`src/i2crts_pkg.sv`:
```
package i2crts_pkg;

	typedef enum logic [1:0] {
		CMD_BEGIN_READ  = 2'd0,
		CMD_BEGIN_WRITE = 2'd1,
		CMD_BUS_REPLY   = 2'd2,
		CMD_WRITE_DATA  = 2'd3
	} cmd_t;

	typedef enum logic [2:0] {
		OP_NONE    = 3'd0,
		OP_START   = 3'd1,
		OP_SEND    = 3'd2,
		OP_RX_ACK  = 3'd3,
		OP_RX_NACK = 3'd4,
		OP_STOP    = 3'd5
	} bus_op_t;

	typedef enum logic [2:0] {
		ST_OK        = 3'd0,
		ST_ADDR_NACK = 3'd1,
		ST_REG_NACK  = 3'd2,
		ST_DATA_NACK = 3'd3,
		ST_ZERO_READ = 3'd4
	} status_t;

	typedef enum logic [9:0] {
		PH_IDLE       = 10'b00_0000_0001,
		PH_ADDR_START = 10'b00_0000_0010,
		PH_ADDR_SENT  = 10'b00_0000_0100,
		PH_REG_SENT   = 10'b00_0000_1000,
		PH_RSTART     = 10'b00_0001_0000,
		PH_RADDR_SENT = 10'b00_0010_0000,
		PH_RECEIVING  = 10'b00_0100_0000,
		PH_WAIT_DATA  = 10'b00_1000_0000,
		PH_DATA_SENT  = 10'b01_0000_0000,
		PH_STOPPING   = 10'b10_0000_0000
	} phase_t;

	localparam logic [7:0] RETRY_LIMIT_RESET = 8'd100;
	localparam int unsigned PADDR_W = 3;
	localparam logic REG_RETRY_LIMIT = 1'b0;

	typedef struct packed {
		logic [1:0] command;
		logic [6:0] device_address;
		logic [7:0] register_address;
		logic [7:0] byte_count;
		logic       ack_received;
		logic [7:0] received_byte;
		logic [7:0] data_byte;
	} req_t;

	typedef struct packed {
		logic [2:0] bus_op;
		logic [7:0] send_byte;
		logic [7:0] read_data;
		logic       read_valid;
		logic       data_request;
		logic       done_res;
		logic [2:0] status;
	} rsp_t;

endpackage

```
`src/i2crts_if.sv`:
```
interface i2crts_item_if;
	logic       valid;
	logic       ready;
	logic [1:0] command;
	logic [6:0] device_address;
	logic [7:0] register_address;
	logic [7:0] byte_count;
	logic       ack_received;
	logic [7:0] received_byte;
	logic [7:0] data_byte;

	modport source (
		output valid, command, device_address, register_address, byte_count,
			ack_received, received_byte, data_byte,
		input ready
	);
	modport sink (
		input valid, command, device_address, register_address, byte_count,
			ack_received, received_byte, data_byte,
		output ready
	);
endinterface

interface i2crts_result_if;
	logic       valid;
	logic       ready;
	logic [2:0] bus_op;
	logic [7:0] send_byte;
	logic [7:0] read_data;
	logic       read_valid;
	logic       data_request;
	logic       done_res;
	logic [2:0] status;

	modport source (
		output valid, bus_op, send_byte, read_data, read_valid, data_request,
			done_res, status,
		input ready
	);
	modport sink (
		input valid, bus_op, send_byte, read_data, read_valid, data_request,
			done_res, status,
		output ready
	);
endinterface

```
`src/i2crts_apb.sv`:
```
module i2crts_apb
	import i2crts_pkg::*;
(
	input  logic               clk,
	input  logic               arst_n,
	input  logic               psel,
	input  logic               penable,
	input  logic               pwrite,
	input  logic [PADDR_W-1:0] paddr,
	input  logic [31:0]        pwdata,
	output logic [31:0]        prdata,
	output logic               pready,
	output logic [7:0]         retry_limit
);

	logic [7:0] retry_limit_q;
	logic       wr_en;

	assign pready = 1'b1;
	assign wr_en  = psel && penable && pwrite && pready;

	// low address bits are ignored; paddr[2] selects the register
	always_ff @(posedge clk or negedge arst_n) begin
		if (!arst_n) begin
			retry_limit_q <= RETRY_LIMIT_RESET;
		end else if (wr_en && paddr[2] == REG_RETRY_LIMIT) begin
			retry_limit_q <= pwdata[7:0];
		end
	end

	always_comb begin
		prdata = '0;
		if (paddr[2] == REG_RETRY_LIMIT) begin
			prdata = {24'd0, retry_limit_q};
		end
	end

	assign retry_limit = retry_limit_q;

endmodule

```
`src/i2crts_fsm.sv`:
```
module i2crts_fsm
	import i2crts_pkg::*;
(
	input  logic       clk,
	input  logic       arst_n,
	input  logic       adv,
	input  req_t       req,
	input  logic [7:0] retry_limit,
	output rsp_t       rsp
);

	phase_t     phase_q, phase_d;
	logic       is_read_q, is_read_d;
	logic [7:0] attempts_q, attempts_d;
	logic [7:0] bytes_q, bytes_d;
	logic [6:0] target_q, target_d;
	logic [7:0] start_reg_q, start_reg_d;
	logic [7:0] bytes_dec;

	assign bytes_dec = bytes_q - 8'd1;

	always_comb begin
		phase_d     = phase_q;
		is_read_d   = is_read_q;
		attempts_d  = attempts_q;
		bytes_d     = bytes_q;
		target_d    = target_q;
		start_reg_d = start_reg_q;
		rsp         = '0;

		case (cmd_t'(req.command))
			CMD_BEGIN_READ, CMD_BEGIN_WRITE: begin
				if (phase_q == PH_IDLE) begin
					is_read_d   = (req.command == CMD_BEGIN_READ);
					target_d    = req.device_address;
					start_reg_d = req.register_address;
					bytes_d     = req.byte_count;
					attempts_d  = retry_limit;
					rsp.bus_op  = OP_START;
					phase_d     = PH_ADDR_START;
				end
			end
			CMD_WRITE_DATA: begin
				if (phase_q == PH_WAIT_DATA) begin
					rsp.bus_op    = OP_SEND;
					rsp.send_byte = req.data_byte;
					bytes_d       = bytes_dec;
					phase_d       = PH_DATA_SENT;
				end
			end
			CMD_BUS_REPLY: begin
				case (phase_q)
					PH_ADDR_START: begin
						rsp.bus_op    = OP_SEND;
						rsp.send_byte = {target_q, 1'b0};
						phase_d       = PH_ADDR_SENT;
					end
					PH_ADDR_SENT: begin
						if (req.ack_received) begin
							rsp.bus_op    = OP_SEND;
							rsp.send_byte = start_reg_q;
							phase_d       = PH_REG_SENT;
						end else if (attempts_q > 8'd1) begin
							attempts_d = attempts_q - 8'd1;
							rsp.bus_op = OP_START;
							phase_d    = PH_ADDR_START;
						end else begin
							rsp.done_res = 1'b1;
							rsp.status   = ST_ADDR_NACK;
							phase_d      = PH_IDLE;
						end
					end
					PH_REG_SENT: begin
						if (is_read_q) begin
							if (!req.ack_received) begin
								rsp.done_res = 1'b1;
								rsp.status   = ST_REG_NACK;
								phase_d      = PH_IDLE;
							end else begin
								attempts_d = retry_limit;
								rsp.bus_op = OP_START;
								phase_d    = PH_RSTART;
							end
						end else if (bytes_q == 8'd0) begin
							rsp.bus_op = OP_STOP;
							phase_d    = PH_STOPPING;
						end else if (!req.ack_received) begin
							rsp.done_res = 1'b1;
							rsp.status   = ST_REG_NACK;
							phase_d      = PH_IDLE;
						end else begin
							rsp.data_request = 1'b1;
							phase_d          = PH_WAIT_DATA;
						end
					end
					PH_RSTART: begin
						rsp.bus_op    = OP_SEND;
						rsp.send_byte = {target_q, 1'b1};
						phase_d       = PH_RADDR_SENT;
					end
					PH_RADDR_SENT: begin
						if (req.ack_received) begin
							if (bytes_q == 8'd0) begin
								rsp.done_res = 1'b1;
								rsp.status   = ST_ZERO_READ;
								phase_d      = PH_IDLE;
							end else begin
								rsp.bus_op = (bytes_q == 8'd1) ? OP_RX_NACK : OP_RX_ACK;
								phase_d    = PH_RECEIVING;
							end
						end else if (attempts_q > 8'd1) begin
							attempts_d = attempts_q - 8'd1;
							rsp.bus_op = OP_START;
							phase_d    = PH_RSTART;
						end else begin
							rsp.done_res = 1'b1;
							rsp.status   = ST_ADDR_NACK;
							phase_d      = PH_IDLE;
						end
					end
					PH_RECEIVING: begin
						rsp.read_data  = req.received_byte;
						rsp.read_valid = 1'b1;
						bytes_d        = bytes_dec;
						if (bytes_dec == 8'd0) begin
							rsp.bus_op = OP_STOP;
							phase_d    = PH_STOPPING;
						end else begin
							// nack the last byte
							rsp.bus_op = (bytes_dec == 8'd1) ? OP_RX_NACK : OP_RX_ACK;
						end
					end
					PH_DATA_SENT: begin
						if (bytes_q == 8'd0) begin
							rsp.bus_op = OP_STOP;
							phase_d    = PH_STOPPING;
						end else if (!req.ack_received) begin
							rsp.done_res = 1'b1;
							rsp.status   = ST_DATA_NACK;
							phase_d      = PH_IDLE;
						end else begin
							rsp.data_request = 1'b1;
							phase_d          = PH_WAIT_DATA;
						end
					end
					PH_STOPPING: begin
						rsp.done_res = 1'b1;
						rsp.status   = ST_OK;
						phase_d      = PH_IDLE;
					end
					default: begin
						phase_d = phase_q;
					end
				endcase
			end
			default: begin
				rsp = '0;
			end
		endcase
	end

	always_ff @(posedge clk or negedge arst_n) begin
		if (!arst_n) begin
			phase_q     <= PH_IDLE;
			is_read_q   <= 1'b0;
			attempts_q  <= '0;
			bytes_q     <= '0;
			target_q    <= '0;
			start_reg_q <= '0;
		end else if (adv) begin
			phase_q     <= phase_d;
			is_read_q   <= is_read_d;
			attempts_q  <= attempts_d;
			bytes_q     <= bytes_d;
			target_q    <= target_d;
			start_reg_q <= start_reg_d;
		end
	end

endmodule

```
`src/i2c_register_transaction_sequencer.sv`:
```
// The result register loads from the input register once an item is accepted there and the
// result stage is empty or its result is being taken.
// Throughput: one item per cycle while the result is taken; the sequencer state advances
// as each item leaves the input register.
// Reset (arst_n low, asynchronous): both stages empty, sequencer idle, retry limit 100.
module i2c_register_transaction_sequencer
	import i2crts_pkg::*;
(
	input  logic                 clk,
	input  logic                 arst_n,
	i2crts_item_if.sink          item,
	i2crts_result_if.source      result,
	input  logic                 psel,
	input  logic                 penable,
	input  logic                 pwrite,
	input  logic [PADDR_W-1:0]   paddr,
	input  logic [31:0]          pwdata,
	output logic [31:0]          prdata,
	output logic                 pready
);

	logic       valid_s1;
	req_t       req_s1;
	logic       valid_s2;
	rsp_t       rsp_s2;
	rsp_t       rsp_comb;
	logic       adv;
	logic [7:0] retry_limit;

	assign adv        = valid_s1 && (!valid_s2 || result.ready);
	assign item.ready = !valid_s1 || adv;

	always_ff @(posedge clk or negedge arst_n) begin
		if (!arst_n) begin
			valid_s1 <= 1'b0;
		end else if (item.ready) begin
			valid_s1 <= item.valid;
		end
	end

	always_ff @(posedge clk) begin
		if (item.ready && item.valid) begin
			req_s1 <= '{
				command:          item.command,
				device_address:   item.device_address,
				register_address: item.register_address,
				byte_count:       item.byte_count,
				ack_received:     item.ack_received,
				received_byte:    item.received_byte,
				data_byte:        item.data_byte
			};
		end
	end

	i2crts_apb u_apb (
		.clk         (clk),
		.arst_n      (arst_n),
		.psel        (psel),
		.penable     (penable),
		.pwrite      (pwrite),
		.paddr       (paddr),
		.pwdata      (pwdata),
		.prdata      (prdata),
		.pready      (pready),
		.retry_limit (retry_limit)
	);

	i2crts_fsm u_fsm (
		.clk         (clk),
		.arst_n      (arst_n),
		.adv         (adv),
		.req         (req_s1),
		.retry_limit (retry_limit),
		.rsp         (rsp_comb)
	);

	// hold the result until taken
	always_ff @(posedge clk or negedge arst_n) begin
		if (!arst_n) begin
			valid_s2 <= 1'b0;
		end else if (!valid_s2 || result.ready) begin
			valid_s2 <= valid_s1;
		end
	end

	always_ff @(posedge clk) begin
		if (adv) begin
			rsp_s2 <= rsp_comb;
		end
	end

	assign result.valid        = valid_s2;
	assign result.bus_op       = rsp_s2.bus_op;
	assign result.send_byte    = rsp_s2.send_byte;
	assign result.read_data    = rsp_s2.read_data;
	assign result.read_valid   = rsp_s2.read_valid;
	assign result.data_request = rsp_s2.data_request;
	assign result.done_res     = rsp_s2.done_res;
	assign result.status       = rsp_s2.status;

endmodule

```
`src/flat_wrapper.sv`:
```
// flat-port wrapper written by rule: the top's interface ports become plain ports
module i2c_register_transaction_sequencer_flat import i2crts_pkg::*;
  (clk, arst_n, psel, penable, pwrite, paddr, pwdata, prdata, pready, item_valid, item_command, item_device_address, item_register_address, item_byte_count, item_ack_received, item_received_byte, item_data_byte, item_ready, result_valid, result_bus_op, result_send_byte, result_read_data, result_read_valid, result_data_request, result_done_res, result_status, result_ready);
  i2crts_item_if item_i ();
  i2crts_result_if result_i ();
  input  logic clk;
  input  logic arst_n;
  input  logic psel;
  input  logic penable;
  input  logic pwrite;
  input  logic [PADDR_W-1:0] paddr;
  input  logic [31:0] pwdata;
  output logic [31:0] prdata;
  output logic pready;
  input wire logic [$bits(item_i.valid)-1:0] item_valid;
  input wire logic [$bits(item_i.command)-1:0] item_command;
  input wire logic [$bits(item_i.device_address)-1:0] item_device_address;
  input wire logic [$bits(item_i.register_address)-1:0] item_register_address;
  input wire logic [$bits(item_i.byte_count)-1:0] item_byte_count;
  input wire logic [$bits(item_i.ack_received)-1:0] item_ack_received;
  input wire logic [$bits(item_i.received_byte)-1:0] item_received_byte;
  input wire logic [$bits(item_i.data_byte)-1:0] item_data_byte;
  output wire logic [$bits(item_i.ready)-1:0] item_ready;
  output wire logic [$bits(result_i.valid)-1:0] result_valid;
  output wire logic [$bits(result_i.bus_op)-1:0] result_bus_op;
  output wire logic [$bits(result_i.send_byte)-1:0] result_send_byte;
  output wire logic [$bits(result_i.read_data)-1:0] result_read_data;
  output wire logic [$bits(result_i.read_valid)-1:0] result_read_valid;
  output wire logic [$bits(result_i.data_request)-1:0] result_data_request;
  output wire logic [$bits(result_i.done_res)-1:0] result_done_res;
  output wire logic [$bits(result_i.status)-1:0] result_status;
  input wire logic [$bits(result_i.ready)-1:0] result_ready;
  assign item_i.valid = item_valid;
  assign item_i.command = item_command;
  assign item_i.device_address = item_device_address;
  assign item_i.register_address = item_register_address;
  assign item_i.byte_count = item_byte_count;
  assign item_i.ack_received = item_ack_received;
  assign item_i.received_byte = item_received_byte;
  assign item_i.data_byte = item_data_byte;
  assign item_ready = item_i.ready;
  assign result_valid = result_i.valid;
  assign result_bus_op = result_i.bus_op;
  assign result_send_byte = result_i.send_byte;
  assign result_read_data = result_i.read_data;
  assign result_read_valid = result_i.read_valid;
  assign result_data_request = result_i.data_request;
  assign result_done_res = result_i.done_res;
  assign result_status = result_i.status;
  assign result_i.ready = result_ready;
  i2c_register_transaction_sequencer u_core (.clk(clk), .arst_n(arst_n), .item(item_i), .result(result_i), .psel(psel), .penable(penable), .pwrite(pwrite), .paddr(paddr), .pwdata(pwdata), .prdata(prdata), .pready(pready));
endmodule
```
`config.mk`:
```
export PLATFORM = sky130hd
export DESIGN_NAME = i2c_register_transaction_sequencer_flat
export DESIGN_NICKNAME = d
export VERILOG_FILES = /design/src/i2crts_pkg.sv /design/src/i2crts_if.sv /design/src/i2crts_apb.sv /design/src/i2crts_fsm.sv /design/src/i2c_register_transaction_sequencer.sv /design/src/flat_wrapper.sv
export SDC_FILE = /design/constraint.sdc
export NUM_CORES = 1
export LEC_CHECK = 0
export BUFFER_PORTS_ARGS = -buffer_cell sky130_fd_sc_hd__buf_2
export CAP_MARGIN = 10
export CELL_PAD_IN_SITES_DETAIL_PLACEMENT = 0
export CELL_PAD_IN_SITES_GLOBAL_PLACEMENT = 1
export CORE_ASPECT_RATIO = 0.6
export CORE_MARGIN = 1
export CORE_UTILIZATION = 42
export DETAILED_ROUTE_END_ITERATION = 10
export PLACE_DENSITY = 0.83
export SETUP_SLACK_MARGIN = 0.05
export SYNTH_ARGS = -nofsm -noshare
export SYNTH_HDL_FRONTEND = slang
export SYNTH_SLANG_ARGS = --single-unit
```
`constraint.sdc`:
```
create_clock -name clk -period 3.5 [get_ports clk]
set_input_delay 0.35 -clock clk [delete_from_list [all_inputs] [get_ports clk]]
set_output_delay 0.35 -clock clk [all_outputs]
set_load 0.005 [all_outputs]
```
=== After elaboration in Yosys (flattened, before gate mapping) ===
Index checks and enable logic that the tools add are counted.

* $add $sub $neg: 2
* Magnitude comparators: 1
* Eq/ne operators: 25
* Multiplexer cells: 57
* Bitwise operators: 1
* Reduce and logical (&&, ||, !) cells: 21

{| class="wikitable"
|+ Operator list
! kind !! count
|-
| $mux W8 || 11
|-
| $mux W10 || 8
|-
| $pmux W10 S8 || 1
|-
| $pmux W8 S2 || 3
|-
| $pmux W8 S3 || 2
|-
| $pmux W10 S3 || 1
|-
| $mux W4 || 7
|-
| $mux W3 || 7
|-
| $mux W5 || 4
|-
| $pmux W4 S5 || 1
|-
| $pmux W3 S6 || 1
|-
| $eq A8 B1 Y1 const B || 2
|-
| $logic_not A8 Y1 || 2
|-
| $sub A8 B1 Y8 const B || 2
|-
| $ne A3 B3 Y1 const B || 4
|-
| $eq A10 B1 Y1 const B || 1
|-
| $eq A10 B10 Y1 const B || 1
|-
| $eq A10 B2 Y1 const B || 1
|-
| $eq A10 B3 Y1 const B || 1
|-
| $eq A10 B4 Y1 const B || 1
|-
| $eq A10 B5 Y1 const B || 1
|-
| $eq A10 B6 Y1 const B || 1
|-
| $eq A10 B7 Y1 const B || 1
|-
| $eq A10 B8 Y1 const B || 1
|-
| 25 further kinds || 42
|}

* Flip-flop bits (word level): 119
* Input bits: 84
* Output and inout port bits: 60
* Word-level logic and storage cells: 130

=== Longest topological paths before layout ===
* Depth after elaboration: 6
* Gate-level depth with buffers: 9
* Depth with buffers taken out: 8

=== By module ===
From an unflattened synthesis, not the netlist that was laid out.

* Cells, all modules: 474
* Area total of the unflattened synthesis: 5703.0 um^2

{| class="wikitable"
|+ Modules (own cells, without submodules)
! module !! instances !! cells an instance !! area each (um^2) !! sequential area each (um^2)
|-
| i2crts_fsm || 1 || 347 || 3004.1 || 1052.3
|-
| i2c_register_transaction_sequencer || 1 || 75 || 2115.8 || 2062.0
|-
| i2crts_apb || 1 || 52 || 583.1 || 203.9
|}

=== Worst setup path before layout ===
No wires, ideal clock.

* Path kind: flip-flop to flip-flop
* Start: register u_core.u_fsm.bytes_q[0]
* End: register u_core.rsp_s2 (netlist bit u_core.result.bus_op[1]) (data pin)
* Setup time: 273 ps
* Arrival time: 2269 ps
* Required time: 3227 ps
* Path slack: 958 ps
* Cell stages (with the launch flop): 10
* Path buffers: 1
* Clock period less this slack: 2542 ps
* Cells stage by stage: dfrtp_1 > inv_1 > ha_1 > or3b_2 > clkbuf_1 > xnor2_1 > nor4_4 > a31oi_1 > a2111oi_0 > o22ai_1

{| class="wikitable"
|+ RTL lines
! item !! RTL line !! source
|-
| start, declared || i2crts_fsm.sv:15 || <nowiki>logic [7:0] bytes_q, bytes_d;</nowiki>
|-
| start signal, assigned || i2crts_fsm.sv:174 || <nowiki>bytes_q <= bytes_d;</nowiki>
|-
| end signal, assigned || i2c_register_transaction_sequencer.sv:88 || <nowiki>rsp_s2 <= rsp_comb;</nowiki>
|-
| end, declared || i2c_register_transaction_sequencer.sv:25 || <nowiki>rsp_t rsp_s2;</nowiki>
|}

==> metrics.txt <==
status completed; final std cells w/o fill 748; initial antenna violation count 1; Starting Density 0.441; TritonRoute pass-1 iters 7; Inst Count DP 715; later-pin clock latency in the skew report 0.43 ns; Yosys cell types 75; PortBufs 92; Initial DRC Count 360; dpl hpwl 9.19 mm; Vias/cell 5.63; Critical Path RT 3.64 ns; Syn Std Cell Area 5790 µm²; vias in the first global route 4,154; post-route cell area 6880 µm²; final setup TNS 0 ns; Num CTS Buffers 17; Reg area 3320 µm²; synth-to-layout area growth 18.9%; CTS Root Cell clkbuf_16; Crit. End Element register; CP arrival 3.10 ns; DR DRC count 0; post-synthesis sequential area ratio 0.573; Die W 154 µm; setup ws final 0.547 ns; largest net degree at the start of global routing 43; final worst path period need 2.95 ns; WP buf/inv 1; GPL Wtd Cong 0.891; Core Region 13,100 µm²; die height 93.0 µm; crit-path max cell delay 0.54 ns; area leader, netlist edfxtp_1; worst-margin pin slew 1.08 ns; first-pass GRT wire length 21.7 mm; H-tree depth 4; number of synthesized register bits 119; filler instances 1,117; Clock Sinks 119; DR WL/cell 18.1 µm; CTS tree yes; normalized max-slew margin 0.276; GRT Resource Usage Total 0.202; Routed Antenna Nets 0; worst-path maximum fanout 7; commonest non-fill, non-tap cell in the layout buf_2; drt total wl 13.5 mm; endpoints failing hold 0; CP Cell Sequence inv_1 > ha_1 > or3b_2 > xnor2_1 > nor4_4 > a31oi_1 > a2111oi_0 > o22ai_1; Post-synth top flop edfxtp_1; Slew Limit Fails 0; Max Clk Rate 339 MHz; worst-case clock skew 0.0114 ns; leakage power 2.84 nW; area post-placement 6270 µm²; number of diodes 0; max-cap violations 0; Worst path depth 8; pwr dens 647 nW/µm²; final worst path period share 0.844; pre-CTS setup slack 0.596 ns; post-synth top area share 0.347; Worst path slowest cell or3b_2; Site Rows 32; ranking of synthesized cells by area edfxtp_1 35%, dfrtp_1 21%, mux2_2 5.1%; Worst path top cell family by delay simple AND/OR/NAND/NOR gates; post-synthesis async set-or-reset flop share 0.437; layout cells sized above 1 0.317; Congestion Overflow GR 0; count of flip-flops with a built-in enable after synthesis 67; Syn Area/Cell 12.1 µm²; Final setup viols 0; via count 4,209; number of I/O pins 144; Die ar. 14,300 µm²; clk buf depth 2; Ys Warns 0; cell depth of the worst flop-to-flop path 8; hold path depth 1; post-CTS setup buffer count 0; crit path launch type register; Synth Instances 477; Reg clk slew, reported paths 0.06 ns; most frequent cells in the layout 92 x buf_2, 67 x edfxtp_1, 48 x dfrtp_1, 33 x nor2_1, 27 x nand2_1; RSZ-0062 raised after global routing false; class of the worst hold path in2reg; critical path type reg2reg; Multi-input gate area 2220 µm²; worst hold margin 0.0914 ns; Peak VDD IR 0.375 mV; Final #Nets 654
-- synthesized netlist by cell type, types with 3 or more instances --
library cell  instances
a211oi_1              3
a21oi_1              11
a22oi_1               7
a2bb2oi_1             7
a31oi_1               9
and2_1                4
and3_1               11
and4_1                3
buf_2                 5
buf_4                26
clkbuf_1             16
dfrtp_1              48
dfstp_2               4
edfxtp_1             67
ha_1                  5
inv_1                11
mux2_2               26
mux2_4                6
nand2_1              27
nand2b_1              5
nand3_1               4
nand3b_1              3
nand4_1               9
nor2_1               33
nor2b_1               9
nor3_1               15
nor4_1                6
nor4_4                3
o21a_1                3
o21ai_0              24
o22a_1                3
o31ai_1               4
or2_2                 3
or3_1                 6
or3b_2                3
-- sequential cells by signal, summed over array words and instances (netlist names) --
| name | flops |
|---|---|
| u_core.req_s1 | 42 |
| u_core.result.bus_op | 3 |
| u_core.result.data_request | 1 |
| u_core.result.done_res | 1 |
| u_core.result.read_data | 8 |
| u_core.result.read_valid | 1 |
| u_core.result.send_byte | 8 |
| u_core.result.status | 3 |
| u_core.result.valid | 1 |
| u_core.u_apb.retry_limit | 8 |
| u_core.u_fsm.attempts_q | 8 |
| u_core.u_fsm.bytes_q | 8 |
| u_core.u_fsm.is_read_q | 1 |
| u_core.u_fsm.phase_q | 10 |
| u_core.u_fsm.start_reg_q | 8 |
| u_core.u_fsm.target_q | 7 |
| u_core.valid_s1 | 1 |
-- through the flow --
step                power (mW)  utilization
floorplan                 2.43            -
global placement          2.62        0.478
detailed placement        2.66        0.478
CTS                       4.45        0.524
global route              4.63        0.524
finish                    4.45        0.524
-- power breakdown --
part / switching (mW) / internal, mW / total [mW]
clock network: 0.668 / 1.12 / 1.79
logic: 0.464 / 0.333 / 0.798
registers: 0.200 / 1.66 / 1.86
total: 1.33 / 3.12 / 4.45
-- layer usage --
layer / vias to the layer above / GRT usage / routed length [µm]
met5: - / 0 / 15
met4: 2 / 0.0842 / 235
met3: 28 / 0.0636 / 1060
met2: 191 / 0.306 / 6030
met1: 2066 / 0.269 / 6160
li1: 1922 / - / -
-- area by class of cell --
type | count | area share
sequential | 119 | 0.482
timing repair buffer | 95 | 0.0705
inverter | 11 | 0.00600
clock buffer | 18 | 0.0623
clock inverter | 14 | 0.0253
tap | 170 | 0.0309
multi-input combinational | 321 | 0.323
-- kinds of logic (layout without fill, tap and decap cells) --
group           Yosys count  after routing  share of synthesized area
fa+ha+maj                 5              5                     0.0108
compound gates           94             94                      0.116
buf+inv                  60            138                     0.0581
flops                   119            119                      0.573
xor+xnor                  4              4                    0.00735
mux                      32             32                     0.0661
other cells               2             25                    0.00130
simple gates            161            161                      0.167
-- what timing repair did --
action / CTS / global route
hold endpoints to repair: 21 / 0
hold buffers: 1 / 0
gates resized for setup: 0 / 0
-- final timing paths --
path                       slack, ns                                       to                                start
setup / recovery                0.55        u_core.result.bus_op[1]$_DFFE_PP_  u_core.u_fsm.bytes_q[0]$_DFFE_PN0P_
hold / removal                  0.09              u_core.req_s1[41]$_DFFE_PP_                      item_command[1]
setup reg to reg                0.55        u_core.result.bus_op[1]$_DFFE_PP_  u_core.u_fsm.bytes_q[0]$_DFFE_PN0P_
hold reg to reg                 0.48  u_core.u_fsm.start_reg_q[5]$_DFFE_PN0P_          u_core.req_s1[30]$_DFFE_PP_
max in group asynchronous       2.16  u_core.u_fsm.start_reg_q[6]$_DFFE_PN0P_                               arst_n
min in group asynchronous       0.50  u_core.u_apb.retry_limit[1]$_DFFE_PN0P_                               arst_n
Note: power is estimated with default switching activity, not from simulation.
